===== src/rtl/i2cra_pkg.sv =====
// ----------------------------------------------------------------------------
// i2cra_pkg
// Shared types, codes and sequence tables for the I2C register access master.
// ----------------------------------------------------------------------------
package i2cra_pkg;

  // width of the per-phase tick counter
  localparam int PHASE_COUNT_BITS = 10;
  // compare width: holds 2^PHASE_COUNT_BITS and the 10-bit register
  localparam int CMP_W = ((PHASE_COUNT_BITS > 10) ? PHASE_COUNT_BITS : 10) + 1;

  // command codes carried in s_tuser
  localparam logic [1:0] OP_TICK  = 2'd0;
  localparam logic [1:0] OP_WRITE = 2'd1;
  localparam logic [1:0] OP_READ  = 2'd2;

  // configuration register indexes
  localparam logic CFG_DEV_ADDR    = 1'b0;
  localparam logic CFG_PHASE_TICKS = 1'b1;

  // reset values of the configuration registers
  localparam logic [6:0] DEV_ADDR_RESET    = 7'd127;
  localparam logic [9:0] PHASE_TICKS_RESET = 10'd10;

  // bus segment codes
  localparam logic [3:0] SEG_START = 4'd0;
  localparam logic [3:0] SEG_DEVW  = 4'd1;
  localparam logic [3:0] SEG_REG   = 4'd2;
  localparam logic [3:0] SEG_DATA  = 4'd3;
  localparam logic [3:0] SEG_DEVR  = 4'd4;
  localparam logic [3:0] SEG_ACK0  = 4'd5;
  localparam logic [3:0] SEG_ACK1  = 4'd6;
  localparam logic [3:0] SEG_ACK2  = 4'd7;
  localparam logic [3:0] SEG_RECV  = 4'd8;
  localparam logic [3:0] SEG_NACK  = 4'd9;
  localparam logic [3:0] SEG_STOP  = 4'd10;

  // segments per transaction
  localparam logic [3:0] WR_SEGS = 4'd8;
  localparam logic [3:0] RD_SEGS = 4'd11;

  typedef struct packed {
    logic [1:0] op;
    logic [7:0] reg_addr;
    logic [7:0] wr_data;
    logic       sda_in;
  } item_t;

  typedef struct packed {
    logic [6:0] device_address;
    logic [9:0] phase_ticks;
  } cfg_t;

  // packed with scl_out in bit 0
  typedef struct packed {
    logic       rejected;
    logic [2:0] ack_flags;
    logic [7:0] rd_data;
    logic       done_res;
    logic       busy_res;
    logic       sda_out;
    logic       scl_out;
  } result_t;

  // phases in one segment
  function automatic logic [4:0] seg_len(input logic [3:0] code);
    logic [4:0] len;
    unique case (code)
      SEG_START:                   len = 5'd4;
      SEG_DEVW, SEG_REG,
      SEG_DATA, SEG_DEVR:          len = 5'd24;
      SEG_ACK0, SEG_ACK1, SEG_ACK2: len = 5'd4;
      SEG_RECV:                    len = 5'd25;
      SEG_NACK, SEG_STOP:          len = 5'd3;
      default:                     len = 5'd3;
    endcase
    return len;
  endfunction

  // segment at a position of the write or read sequence
  function automatic logic [3:0] seq_code(input logic rd, input logic [3:0] pos);
    logic [3:0] code;
    if (rd) begin
      unique case (pos)
        4'd0:    code = SEG_START;
        4'd1:    code = SEG_DEVW;
        4'd2:    code = SEG_ACK0;
        4'd3:    code = SEG_REG;
        4'd4:    code = SEG_ACK1;
        4'd5:    code = SEG_START;
        4'd6:    code = SEG_DEVR;
        4'd7:    code = SEG_ACK2;
        4'd8:    code = SEG_RECV;
        4'd9:    code = SEG_NACK;
        default: code = SEG_STOP;
      endcase
    end else begin
      unique case (pos)
        4'd0:    code = SEG_START;
        4'd1:    code = SEG_DEVW;
        4'd2:    code = SEG_ACK0;
        4'd3:    code = SEG_REG;
        4'd4:    code = SEG_ACK1;
        4'd5:    code = SEG_DATA;
        4'd6:    code = SEG_ACK2;
        default: code = SEG_STOP;
      endcase
    end
    return code;
  endfunction

endpackage


===== src/rtl/i2cra_seq.sv =====
// ----------------------------------------------------------------------------
// i2cra_seq
// Bit-level phase sequencer: holds the transaction state and forms the
// result of each tick.
// ----------------------------------------------------------------------------
module i2cra_seq (
  input  logic               clk,
  input  logic               rst,
  input  logic               step,
  input  i2cra_pkg::item_t   item,
  input  i2cra_pkg::cfg_t    cfg,
  output i2cra_pkg::result_t result
);
  import i2cra_pkg::*;

  logic                        active, active_next;
  logic [3:0]                  pos, pos_next;
  logic [4:0]                  off, off_next;
  logic [1:0]                  rc, rc_next;
  logic [2:0]                  bq, bq_next;
  logic [PHASE_COUNT_BITS-1:0] tick, tick_next;
  logic                        is_read, is_read_next;
  logic [7:0]                  latched_reg, latched_reg_next;
  logic [7:0]                  latched_data, latched_data_next;
  logic [7:0]                  rshift, rshift_next;
  logic [2:0]                  ack_rec, ack_rec_next;
  logic [7:0]                  rd_hold, rd_hold_next;
  logic                        scl, scl_next;
  logic                        sda, sda_next;

  logic [CMP_W-1:0] limit, eff, tick_inc;
  logic [3:0]       cur_code, ent_code, seg_total;
  logic [7:0]       tx_byte;
  logic             enter, done, rej, is_cmd;

  always_comb begin
    limit = CMP_W'(1) << PHASE_COUNT_BITS;
    eff   = CMP_W'(cfg.phase_ticks);
    if (eff == '0) begin
      eff = CMP_W'(1);
    end
    if (eff > limit) begin
      eff = limit;
    end
    tick_inc = CMP_W'(tick) + CMP_W'(1);
    is_cmd   = (item.op == OP_WRITE) || (item.op == OP_READ);
    cur_code  = seq_code(is_read, pos);
    seg_total = is_read ? RD_SEGS : WR_SEGS;

    active_next       = active;
    pos_next          = pos;
    off_next          = off;
    rc_next           = rc;
    bq_next           = bq;
    tick_next         = tick;
    is_read_next      = is_read;
    latched_reg_next  = latched_reg;
    latched_data_next = latched_data;
    rshift_next       = rshift;
    ack_rec_next      = ack_rec;
    rd_hold_next      = rd_hold;
    scl_next          = scl;
    sda_next          = sda;
    enter             = 1'b0;
    done              = 1'b0;
    rej               = 1'b0;

    if (step) begin
      if (!active) begin
        if (is_cmd) begin
          is_read_next      = (item.op == OP_READ);
          latched_reg_next  = item.reg_addr;
          latched_data_next = item.wr_data;
          ack_rec_next      = '0;
          tick_next         = '0;
          pos_next          = '0;
          off_next          = '0;
          rc_next           = '0;
          bq_next           = '0;
          active_next       = 1'b1;
          enter             = 1'b1;
        end
      end else begin
        rej = is_cmd;
        if (tick_inc >= eff) begin
          tick_next = '0;
          if (off + 5'd1 == seg_len(cur_code)) begin
            if (pos + 4'd1 == seg_total) begin
              active_next = 1'b0;
              done        = 1'b1;
              if (is_read) begin
                rd_hold_next = rshift;
              end
            end else begin
              pos_next = pos + 4'd1;
              off_next = '0;
              rc_next  = '0;
              bq_next  = '0;
              enter    = 1'b1;
            end
          end else begin
            off_next = off + 5'd1;
            enter    = 1'b1;
            // receive segment: bit timing starts after its release phase
            if (!(cur_code == SEG_RECV && off == 5'd0)) begin
              if (rc == 2'd2) begin
                rc_next = 2'd0;
                bq_next = bq + 3'd1;
              end else begin
                rc_next = rc + 2'd1;
              end
            end
          end
        end else begin
          tick_next = tick_inc[PHASE_COUNT_BITS-1:0];
        end
      end
    end

    // pin action of the phase just entered
    ent_code = seq_code(is_read_next, pos_next);
    unique case (ent_code)
      SEG_DEVW: tx_byte = {cfg.device_address, 1'b0};
      SEG_DEVR: tx_byte = {cfg.device_address, 1'b1};
      SEG_REG:  tx_byte = latched_reg_next;
      default:  tx_byte = latched_data_next;
    endcase

    if (enter) begin
      unique case (ent_code)
        SEG_START: begin
          unique case (off_next)
            5'd0:    sda_next = 1'b1;
            5'd1:    scl_next = 1'b1;
            5'd2:    sda_next = 1'b0;
            default: scl_next = 1'b0;
          endcase
        end
        SEG_DEVW, SEG_REG, SEG_DATA, SEG_DEVR: begin
          unique case (rc_next)
            2'd0:    sda_next = tx_byte[3'd7 - bq_next];
            2'd1:    scl_next = 1'b1;
            default: scl_next = 1'b0;
          endcase
        end
        SEG_ACK0, SEG_ACK1, SEG_ACK2: begin
          unique case (off_next)
            5'd0: sda_next = 1'b1;
            5'd1: scl_next = 1'b1;
            5'd2: begin
              if (item.sda_in) begin
                unique case (ent_code)
                  SEG_ACK0: ack_rec_next[0] = 1'b1;
                  SEG_ACK1: ack_rec_next[1] = 1'b1;
                  default:  ack_rec_next[2] = 1'b1;
                endcase
              end
            end
            default: scl_next = 1'b0;
          endcase
        end
        SEG_RECV: begin
          if (off_next == 5'd0) begin
            sda_next = 1'b1;
          end else begin
            unique case (rc_next)
              2'd0:    scl_next = 1'b1;
              2'd1:    rshift_next = {rshift[6:0], item.sda_in};
              default: scl_next = 1'b0;
            endcase
          end
        end
        SEG_NACK: begin
          unique case (off_next)
            5'd0:    sda_next = 1'b1;
            5'd1:    scl_next = 1'b1;
            default: scl_next = 1'b0;
          endcase
        end
        default: begin
          unique case (off_next)
            5'd0:    sda_next = 1'b0;
            5'd1:    scl_next = 1'b1;
            default: sda_next = 1'b1;
          endcase
        end
      endcase
    end

    result.scl_out   = scl_next;
    result.sda_out   = sda_next;
    result.busy_res  = active_next;
    result.done_res  = done;
    result.rd_data   = rd_hold_next;
    result.ack_flags = ack_rec_next;
    result.rejected  = rej;
  end

  always_ff @(posedge clk) begin
    if (rst) begin
      active       <= 1'b0;
      pos          <= '0;
      off          <= '0;
      rc           <= '0;
      bq           <= '0;
      tick         <= '0;
      is_read      <= 1'b0;
      latched_reg  <= '0;
      latched_data <= '0;
      rshift       <= '0;
      ack_rec      <= '0;
      rd_hold      <= '0;
      scl          <= 1'b1;
      sda          <= 1'b1;
    end else begin
      active       <= active_next;
      pos          <= pos_next;
      off          <= off_next;
      rc           <= rc_next;
      bq           <= bq_next;
      tick         <= tick_next;
      is_read      <= is_read_next;
      latched_reg  <= latched_reg_next;
      latched_data <= latched_data_next;
      rshift       <= rshift_next;
      ack_rec      <= ack_rec_next;
      rd_hold      <= rd_hold_next;
      scl          <= scl_next;
      sda          <= sda_next;
    end
  end

endmodule


===== src/rtl/i2c_register_access_master.sv =====
// ----------------------------------------------------------------------------
// i2c_register_access_master
// I2C master for single-byte register writes and reads, stepped by ticks.
// ----------------------------------------------------------------------------
// Each input word is one tick of the bus sequencer and produces exactly one
// output word with the SCL/SDA levels to drive. With the bus idle, a tick
// whose s_tuser is a write or read command starts a transaction: a write sends
// START, device address (W), register byte, data byte and STOP; a read sends
// START, device address (W), register byte, repeated START, device address
// (R), clocks in one byte MSB first, answers NACK and sends STOP. Every pin
// step lasts phase_ticks ticks (0 acts as 1). Slave acknowledges are recorded
// in ack_flags (1 = NACK) but never alter the sequence. A command arriving
// while busy, including on the finishing tick, is dropped and flagged.
// Throughput is one word per clock: the result is formed combinationally from
// the sequencer's next state and registered, and the output register keeps
// accepting while the downstream side takes each word. m_tvalid rises in the
// cycle after accept. Configuration writes are taken at any time, ready always high.
// ----------------------------------------------------------------------------
module i2c_register_access_master (
  input  logic        clk,
  input  logic        rst,
  // input words
  input  logic        s_tvalid,
  output logic        s_tready,
  input  logic [23:0] s_tdata,   // reg_addr[7:0], wr_data[15:8], sda_in[16], zero pad
  input  logic [1:0]  s_tuser,   // op
  // result words
  output logic        m_tvalid,
  input  logic        m_tready,
  output logic [15:0] m_tdata,   // scl_out[0], sda_out[1], busy_res[2], done_res[3],
                                 // rd_data[11:4], ack_flags[14:12], rejected[15]
  // configuration writes
  input  logic        cfg_valid,
  output logic        cfg_ready,
  input  logic        cfg_index,
  input  logic [9:0]  cfg_data
);
  import i2cra_pkg::*;

  cfg_t    cfg;
  item_t   item;
  result_t step_result;
  logic    step;

  assign cfg_ready = 1'b1;

  // config registers, read live by the sequencer
  always_ff @(posedge clk) begin
    if (rst) begin
      cfg.device_address <= DEV_ADDR_RESET;
      cfg.phase_ticks    <= PHASE_TICKS_RESET;
    end else if (cfg_valid && cfg_ready) begin
      unique case (cfg_index)
        CFG_DEV_ADDR:    cfg.device_address <= cfg_data[6:0];
        default:         cfg.phase_ticks    <= cfg_data;
      endcase
    end
  end

  // take a word whenever the output register is free or draining this cycle
  assign s_tready = !m_tvalid || m_tready;
  assign step     = s_tvalid && s_tready;

  assign item.op       = s_tuser;
  assign item.reg_addr = s_tdata[7:0];
  assign item.wr_data  = s_tdata[15:8];
  assign item.sda_in   = s_tdata[16];

  i2cra_seq u_seq (
    .clk    (clk),
    .rst    (rst),
    .step   (step),
    .item   (item),
    .cfg    (cfg),
    .result (step_result)
  );

  // output register
  always_ff @(posedge clk) begin
    if (rst) begin
      m_tvalid <= 1'b0;
    end else if (step) begin
      m_tvalid <= 1'b1;
    end else if (m_tready) begin
      m_tvalid <= 1'b0;
    end
  end

  always_ff @(posedge clk) begin
    if (step) begin
      m_tdata <= step_result;
    end
  end

endmodule


===== config.mk =====
export PLATFORM = sky130hd
export DESIGN_NAME = i2c_register_access_master
export DESIGN_NICKNAME = d
export VERILOG_FILES = /design/src/rtl/i2cra_pkg.sv /design/src/rtl/i2cra_seq.sv /design/src/rtl/i2c_register_access_master.sv
export SDC_FILE = /design/constraint.sdc
export NUM_CORES = 1
export LEC_CHECK = 0
export BUFFER_PORTS_ARGS = -buffer_cell sky130_fd_sc_hd__buf_4
export CORE_ASPECT_RATIO = 0.8
export CORE_MARGIN = 3
export CORE_UTILIZATION = 42
export CTS_CLUSTER_DIAMETER = 30
export DETAILED_ROUTE_END_ITERATION = 8
export MAX_ROUTING_LAYER = met4
export PLACE_DENSITY = 0.7
export SETUP_SLACK_MARGIN = 0.1
export SLEW_MARGIN = 0
export SYNTH_ARGS = -nofsm -noshare
export SYNTH_HDL_FRONTEND = slang
export SYNTH_SLANG_ARGS = --single-unit

===== constraint.sdc =====
create_clock -name clk -period 6.8 [get_ports clk]
set_input_delay 1.36 -clock clk [delete_from_list [all_inputs] [get_ports clk]]
set_output_delay 1.36 -clock clk [all_outputs]
set_load 0.05 [all_outputs]

Word level (Yosys, flattened, before mapping)
Memories as Yosys holds them, arrays and structs flattened. A register that Yosys moved wholly into a read port is not among the register bits. Cells that the tools add are included. W data, S select, Z words.

Input port bits: 42. Bits in read-only memories: 208. Memories kept: 3. Bits in registers: 97.

$add $sub $neg: 6. Bitwise gates (word level): 2. Eq/ne operators: 30. Muxes and demuxes: 96. $lt $le $gt $ge: 3. Reduce and logical (&&, ||, !) cells: 25.

Memories: (name not given) (words 16, bits a word 5, read ports 1, clocked after memory_dff 0, write ports 0, line i2cra_pkg.sv:68) `unique case (code)`; (name not given) (words 16, bits a word 4, read ports 1, clocked after memory_dff 1, write ports 0, line i2cra_pkg.sv:84) `unique case (pos)`; (name not given) (words 16, bits a word 4, read ports 1, clocked after memory_dff 0, write ports 0, line i2cra_pkg.sv:84).

Operators with widths (number): $mux W8 (12); $pmux W4 S7 (2); $mux W3 (15); $mux W5 (9); $eq A4 B3 Y1 const B (10); $mux W10 (4); $mux W4 (9); $mux W1 (25); $eq A4 B2 Y1 const B (6); $pmux W8 S3 (1); $mux W2 (9); $eq A4 B1 Y1 const B (3); $eq A4 B4 Y1 const B (3); $logic_not A4 Y1 (3); $pmux W1 S2 (6); $add A10 B1 Y11 const B (1); $ge A11 B11 Y1 (1); $gt A10 B11 Y1 const B (1); $mux W11 (1); $logic_not A10 Y1 (1); $logic_not A5 Y1 (2); $reduce_or A4 Y1 (2); $reduce_and A2 Y1 (3); $add A5 B1 Y5 const B (1); other kinds (25) (32).

Logic depth before layout (Yosys ltp)
Gate-level depths: netlist of run 1.

Depth in word-level cells: 23. Gate-level depth with buffers: 26. Gate-level depth less buffers: 25.

Hierarchy
Synthesis of run 1 repeated with hierarchy kept, for this count alone.

Cells, all modules: 676. Area, all modules: 6065.8 sq um.

Modules (own cells, without submodules): i2cra_seq (times used 1, area an instance 4793.3 sq um, cells each 577); i2c_register_access_master (times used 1, area an instance 1272.5 sq um, cells each 99).

Worst setup path after synthesis of run 1
Ideal clock, no wire load.

Kind: input-to-reg. Start: input port m_tready. End: register m_tdata[1] (data pin). Setup slack: 0.920 ns. Data required time: 6.643 ns. Arrival time: 5.724 ns. Cell stages on the path: 19. Path buffers: 0. Cell sequence: nand2b_1 nand2_1 inv_1 nand2_1 or3_1 nor3_4 xnor2_1 or2_2 inv_1 ha_1 nand2_1 o31a_1 o2bb2ai_4 a2bb2oi_1 mux2i_1 nor3_1 o32ai_1 o2111ai_1 a32oi_1.

RTL lines: start, declared (line i2c_register_access_master.sv:29) `input logic m_tready,`; end signal, assigned (line i2c_register_access_master.sv:91) `m_tdata <= step_result;`; end, declared (line i2c_register_access_master.sv:30) `output logic [15:0] m_tdata,`.

==> impl_metrics.csv, run 1 <==
group,metric,value,unit
clock_network,cts-root-buf,"clkbuf_16",
final_layout,layout.nets,793,
grt,overflow,0,
power,p_leak,2.68,nW
detailed_routing,drc,0,
clock_network,clk_pin_slew,0.07,ns
setup_path,slowest_delay,0.51,ns
timing,rsz0062_at_grt,"no",
timing,fin_crit_sh,87.8,%
setup_path,critical_path.startpoint,"u_seq.tick[4]",
timing,slew_violations,0,
power,power_density,197,mW/mm2
setup_path,crit_required,6.98,ns
timing,finClkSkew,0.00918,ns
detailed_routing,vias_per_cell,5.80,
clock_network,post_cts_buffers,0,
grt,grt_util_all_layers,19.9,%
grt,grt_pass1_wl,25.0,mm
worst_hold_path,worstHoldStart,"u_seq.latched_data[2]",
final_layout,largest_reg_flops,17,
timing,fmax,167,MHz
clock_network,cts.path.max_buffers,2,
grt,antenna_found_initial,0,
final_layout,syn2layout_area_growth,13.2,%
setup_path,critPathSlowestCell,"a2bb2oi_1",
grt,grt_pass1_vias,5080,
synthesis,ys_warn_count,0,
place,dp.cells,893,
detailed_routing,wl,15.1,mm
setup_path,cp_top_family,"compound AO/OA/AOI/OAI gates",
setup_path,crit_arrival,6.15,ns
worst_hold_path,worstHoldPathType,"register to register",
final_layout,stdcell_count,909,
floorplanning,start_util,43.5,%
setup_path,cp_cell_sequence,"and4_1, nor2b_1, xor2_1, ha_1, nand4_1, o31ai_1, a21oi_2, or3_1, nor3_4, xnor2_1, or2_2, inv_1, ha_1, nand2_1, o31a_1, o2bb2ai_4, a2bb2oi_1, mux2i_1, nor3_1, o32ai_1, o2111ai_1, a32oi_1",
final_layout,utilization,49.2,%
timing,hold_viol,0,
place,dp_hpwl,11.0,mm
timing,setup_tns,0,ns
floorplanning,fp.dieArea,0.0157,mm2
power,power,0.00133,W
synthesis,synth_seq_area_share,36.5,%
floorplanning,rows,38,
setup_path,worstSetupPathType,"register to register",
clock_network,htreeDepth,3,
setup_path,crit_top_cell,"ha_1",
floorplanning,die_w,139,um
clock_network,clock_sinks,101,
setup_path,end_kind,"register",
final_layout,top_register,"cfg",
grt,grt_max_degree,63,
detailed_routing,drt_iter0_markers,518,
synthesis,async_flop_share,0,%
clock_network,clock_latency,0.35,ns
final_layout,nFillCells,1279,
floorplanning,die_h,113,um
setup_path,crit_buf_inv,1,
detailed_routing,num_vias,5269,
clock_network,cts_buffers,9,
final_layout,diodes,0,
setup_path,rr_startpoint,"u_seq.tick[4]",
floorplanning,coreArea,0.0137,mm2
flow_run,timing.max_cap.violations,0,
place,place_congestion,0.917,
setup_path,cp-start-kind,"register",
synthesis,syn_area_per_cell,8.65,um2
timing,slew_headroom,33.7,%
setup_path,path_max_fanout,10,
synthesis,synth_edf_count,16,
synthesis,ys_ff_latch,101,
synthesis,synth_flop_cell,"dfxtp_1",
floorplanning,ioPinCount,61,
synthesis,syn-instance-count,691,
timing,final-setup-viol-count,0,
detailed_routing,routedWlPerCell,16.6,um
status,status,"finished clean",
detailed_routing,drtPass1Iterations,5,
clock_network,tritoncts,"built",
synthesis,synth_cell_types,82,
detailed_routing,ant_nets,0,
timing,worstMarginPinSlew,0.975,ns
power,ir_drop,0.000137,V
synthesis,syn_area,0.00597,mm2
final_layout,reg.largest.list,"cfg x17, m_tdata x16, u_seq.tick x10",
place,portBuffers,52,
final_layout,drive_gt1_share,14.4,%
timing,fin_crit,5.97,ns
synthesis,syn-num-nets,760,
==> kinds of logic (layout without fill, tap and decap cells) <==
logic type	after synthesis	in the layout	share of synthesized area, %
AND/OR/NAND/NOR	281	281	23.3
AO/OA/AOI/OAI	157	157	19.6
flip-flops	101	101	36.5
buffers and inverters	64	102	4.77
multiplexers	46	46	7.98
adder cells (fa/ha/maj)	27	27	5.65
XOR/XNOR	14	14	2.05
other	1	1	0.0628
==> Yosys cell counts, types with 3 or more instances <==
cell / number / area, um2
a41o_1: 3 / 30.0
a2111oi_0: 4 / 35.0
o31a_1: 3 / 26.3
a41oi_1: 4 / 35.0
xor2_1: 4 / 35.0
nand2b_1: 9 / 56.3
clkbuf_1: 19 / 71.3
buf_2: 9 / 45.0
buf_6: 3 / 33.8
nor3_1: 17 / 85.1
a22oi_1: 12 / 90.1
or3_1: 5 / 31.3
ha_1: 27 / 338
a21oi_1: 38 / 190
xnor2_1: 10 / 87.6
a211oi_1: 3 / 22.5
mux2i_1: 35 / 350
dfxtp_1: 85 / 1700
o211ai_1: 6 / 45.0
a22o_1: 4 / 35.0
inv_1: 28 / 105
nand2_1: 78 / 293
edfxtp_1: 16 / 480
o32ai_1: 4 / 35.0
nor4_1: 10 / 62.6
buf_4: 3 / 22.5
and2_1: 22 / 138
nand4_1: 8 / 50.1
o221ai_1: 5 / 43.8
a21o_1: 5 / 37.5
nand3_1: 19 / 95.1
a311oi_1: 3 / 26.3
o21a_1: 6 / 45.0
nor2_1: 79 / 297
o31ai_1: 4 / 30.0
a31oi_1: 5 / 31.3
mux2_2: 9 / 101
o21ai_0: 15 / 75.1
a32oi_1: 4 / 35.0
and3_1: 8 / 50.1
nor2b_1: 5 / 31.3
==> worst min-delay path, stage by stage (launching register included) <==
cell     delay [ns]
dfxtp_1        0.31
nand2_1        0.05
a21oi_1        0.05
==> per-stage QoR <==
stage	cell area [um2]	worst slack (ns)	hold WS, ns
floorplan	5970	0.920	0.432
CTS	6760	0.766	0.458
finish	6760	0.826	0.457
global route	6760	0.162	0.478
global placement	6460	0.875	0.438
detailed placement	6460	0.812	0.448
==> per-layer routing <==
layer	share of wire, %	routed length (um)	vias up	GRT usage (%)
met5	0	0	-	-
met4	1.2	174	0	4.95
met3	5.8	872	16	3.28
met2	44	6690	187	30.4
met1	49	7360	2507	27.5
li1	-	-	2559	-
==> cell usage in the layout (no fill, tap or decap), types with 9 or more instances in the layout <==
cell / n
dfxtp_1: 85
nor2_1: 79
nand2_1: 78
buf_4: 57
a21oi_1: 37
mux2i_1: 35
inv_1: 28
ha_1: 27
and2_1: 22
nand3_1: 19
nor3_1: 16
edfxtp_1: 16
o21ai_0: 15
a22oi_1: 12
xnor2_1: 10
nor4_1: 10
nand2b_1: 9
mux2_2: 9
clkbuf_16: 9
==> timing repair <==
action / CTS / global route
hold buffers: 0 / 0
endpoints found under the setup margin: 0 / 1
resized for setup: 0 / 1
hold endpoints to repair: 0 / 0
==> layout make-up <==
| cell class | count | area, um2 | area share [%] |
|---|---|---|---|
| multi-input combinational | 526 | 3520 | 52.0 |
| timing repair buffer | 57 | 428 | 6.33 |
| tap | 180 | 225 | 3.33 |
| clock buffer | 10 | 229 | 3.39 |
| sequential | 101 | 2180 | 32.3 |
| clock inverter | 6 | 71.3 | 1.05 |
| inverter | 29 | 109 | 1.61 |
==> power breakdown <==
group          internal [W]  switching (W)  total (W)
clock network      0.000290       0.000233   0.000523
logic             0.0000594       0.000109   0.000168
registers          0.000627      0.0000111   0.000638
==> worst paths after layout <==
kind,to,slack (ns),cells after the start
worst min-delay path,u_seq.latched_data[2],0.46,2
worst max register to register,m_tdata[1],0.83,22
worst min register to register,u_seq.latched_data[2],0.46,2
worst max-delay path,m_tdata[1],0.83,22
Note: power is estimated with default switching activity, not from simulation.
==> inputs of run 2 (changes only) <==
--- a/config.mk
+++ b/config.mk
@@ -12,7 +12,6 @@
 export CTS_CLUSTER_DIAMETER = 30
 export DETAILED_ROUTE_END_ITERATION = 8
 export MAX_ROUTING_LAYER = met4
-export PLACE_DENSITY = 0.7
 export SETUP_SLACK_MARGIN = 0.1
 export SLEW_MARGIN = 0
 export SYNTH_ARGS = -nofsm -noshare
==> run 2 against run 1 <==
Effect of this change: highest routed layer unchanged; count of clock-buffer cells in the layout shrank 1; critical endpoint unchanged; clock power up 4%; sequential share of layout area fell by 0.12 points; largest power group unchanged; clock skew rose by 0.00095 ns; via count is 1.9% lower; critical path type unchanged.
==> impl_metrics.csv, run 2 (synthesis results as in run 1) <==
group,metric,value,unit
clock_network,cts-root-buf,"clkbuf_16",
clock_network,tritoncts,"built",
clock_network,cts.hold.buffers_added,0,
final_layout,largest_reg_flops,17,
setup_path,worstSetupPathType,"register to register",
setup_path,critPathSlowestCell,"dfxtp_1",
final_layout,final_common_cell,"dfxtp_1",
floorplanning,rows,38,
final_layout,utilization,49.4,%
final_layout,diodes,0,
grt,overflow,0,
timing,slew_headroom,45.9,%
detailed_routing,ant_nets,0,
grt,grt_pass1_wl,25.1,mm
clock_network,clock_latency,0.36,ns
timing,rsz0062_at_grt,"no",
timing,setup_tns,0,ns
grt,grt_max_degree,63,
detailed_routing,drt_iter0_markers,351,
grt,antenna_found_initial,0,
clock_network,htreeDepth,3,
final_layout,top_register,"cfg",
floorplanning,fp.dieArea,0.0157,mm2
timing,final-setup-viol-count,0,
place,dp_hpwl,11.2,mm
final_layout,reg.largest.list,"cfg x17, m_tdata x16, u_seq.tick x10",
place,portBuffers,52,
setup_path,rr_worst_depth,26,
power,p_leak,2.70,nW
final_layout,final_cell_mix,"dfxtp_1 (85), nor2_1 (79), nand2_1 (78)",
status,status,"finished clean",
floorplanning,ioPinCount,61,
power,p_switching,0.000365,W
timing,slew_violations,0,
timing,fin_crit,6.16,ns
detailed_routing,wl,15.2,mm
clock_network,clock_sinks,101,
detailed_routing,vias_per_cell,5.68,
clock_network,post_cts_buffers,0,
timing,fin_crit_sh,90.5,%
timing,hold_viol,0,
floorplanning,die_w,139,um
floorplanning,coreArea,0.0137,mm2
final_layout,drive_gt1_share,14.6,%
detailed_routing,routedWlPerCell,16.7,um
detailed_routing,num_vias,5170,
setup_path,slowest_delay,0.43,ns
power,ir_drop,0.000151,V
setup_path,worstReg2RegEnd,"m_tdata[1]",
power,seq_power_share,47.3,%
flow_run,timing.max_cap.violations,0,
setup_path,crit_required,6.99,ns
power,p_int,0.000982,W
floorplanning,die_h,113,um
final_layout,syn2layout_area_growth,13.6,%
power,swShare,27.1,%
grt,grt_util_all_layers,20.1,%
floorplanning,start_util,43.5,%
clock_network,cts_buffers,9,
place,place_congestion,0.851,
timing,fmax,162,MHz
setup_path,cp-start-kind,"register",
setup_path,end_kind,"register",
setup_path,crit_arrival,6.35,ns
worst_hold_path,worstHoldPathType,"register to register",
final_layout,nFillCells,1313,
setup_path,path_max_fanout,10,
timing,worstMarginPinSlew,0.808,ns
clock_network,clk_pin_slew,0.07,ns
setup_path,rr_startpoint,"u_seq.tick[3]",
timing,whs,0.456,ns
setup_path,r2r_slack,0.64,ns
clock_network,cts.path.max_buffers,2,
power,clock_power_share,40.3,%
grt,grt_pass1_vias,4993,
power,power_density,198,mW/mm2
place,pre_cts_slack,0.792,ns
detailed_routing,drc,0,
detailed_routing,drtPass1Iterations,5,
timing,setup_slack,0.645,ns
timing,finClkSkew,0.0101,ns
power,p_comb_share,12.4,%
clock_network,ctsResizeCount,0,
final_layout,layout.nets,795,
setup_path,crit_end,"m_tdata[1]",
setup_path,critical_path.startpoint,"u_seq.tick[3]",
run 2: cell count changes in the layout (fill, tap and decap cells not counted):
cell and delta:
buf_4 +2, inv_8 +2, a21oi_1 +1, a21oi_2 -1, clkbuf_1 -1, clkinv_2 -1
clkinv_4 +1, clkinvlp_4 -1
run 2: final cells by class:
class                   instances  area [um2]  area share, %
clock buffers                   9         225           3.32
inverters                      29         109           1.60
flip-flops and latches        101        2180           32.2
repair buffers                 59         443           6.53
multi-input cells             526        3510           51.8
well taps                     180         225           3.32
clock inverters                 7        90.1           1.33
run 2: worst min-delay path by stage:
| stage | start | to | slack, ns | cells past startpoint |
|---|---|---|---|---|
| detailed placement | u_seq.latched_data[3] | u_seq.latched_data[3] | 0.45 | 2 |
| global placement | u_seq.latched_reg[5] | u_seq.latched_reg[5] | 0.44 | 2 |
| finish | u_seq.latched_data[6] | u_seq.latched_data[6] | 0.46 | 2 |
| global route | u_seq.latched_data[3] | u_seq.latched_data[3] | 0.49 | 2 |
| CTS | u_seq.latched_data[3] | u_seq.latched_data[3] | 0.46 | 2 |
| floorplan | u_seq.latched_reg[5] | u_seq.latched_reg[5] | 0.43 | 2 |
run 2: power by group through the flow:
| stage | Clock, W | Sequential, W | Combinational (W) |
|---|---|---|---|
| floorplan | 0 | 0.000670 | 0.0000919 |
| global placement | 0 | 0.000651 | 0.000164 |
| detailed placement | 0 | 0.000652 | 0.000165 |
| CTS | 0.000559 | 0.000638 | 0.000166 |
| global route | 0.000583 | 0.000640 | 0.000181 |
| finish | 0.000543 | 0.000638 | 0.000166 |
run 2: worst max-delay path, delay by kind of cell, from the launching register on:
kind	cells	cell delay, ns
AOI/OAI and AO/OA	9	1.77
xor gates and xnor gates	2	0.27
adders and majority gates	2	0.53
buffers and inverters	2	0.31
DFF	1	0.43
and+or+nand+nor	11	2.67
run 2: per-layer routing:
metal | GRT usage (%) | part of all wire (%) | wire (um)
met1 | 27.9 | 49 | 7510
met5 | - | 0 | 0
met3 | 3.96 | 4.6 | 702
met2 | 30.3 | 45 | 6760
met4 | 5.02 | 1.3 | 203
run 2: through the flow:
stage               std cells  cell area [um2]  total power [W]
CTS                       911             6790          0.00136
global route              911             6790          0.00140
global placement          895             6470         0.000814
detailed placement        895             6470         0.000817
finish                    911             6790          0.00135
floorplan                 691             5970         0.000762
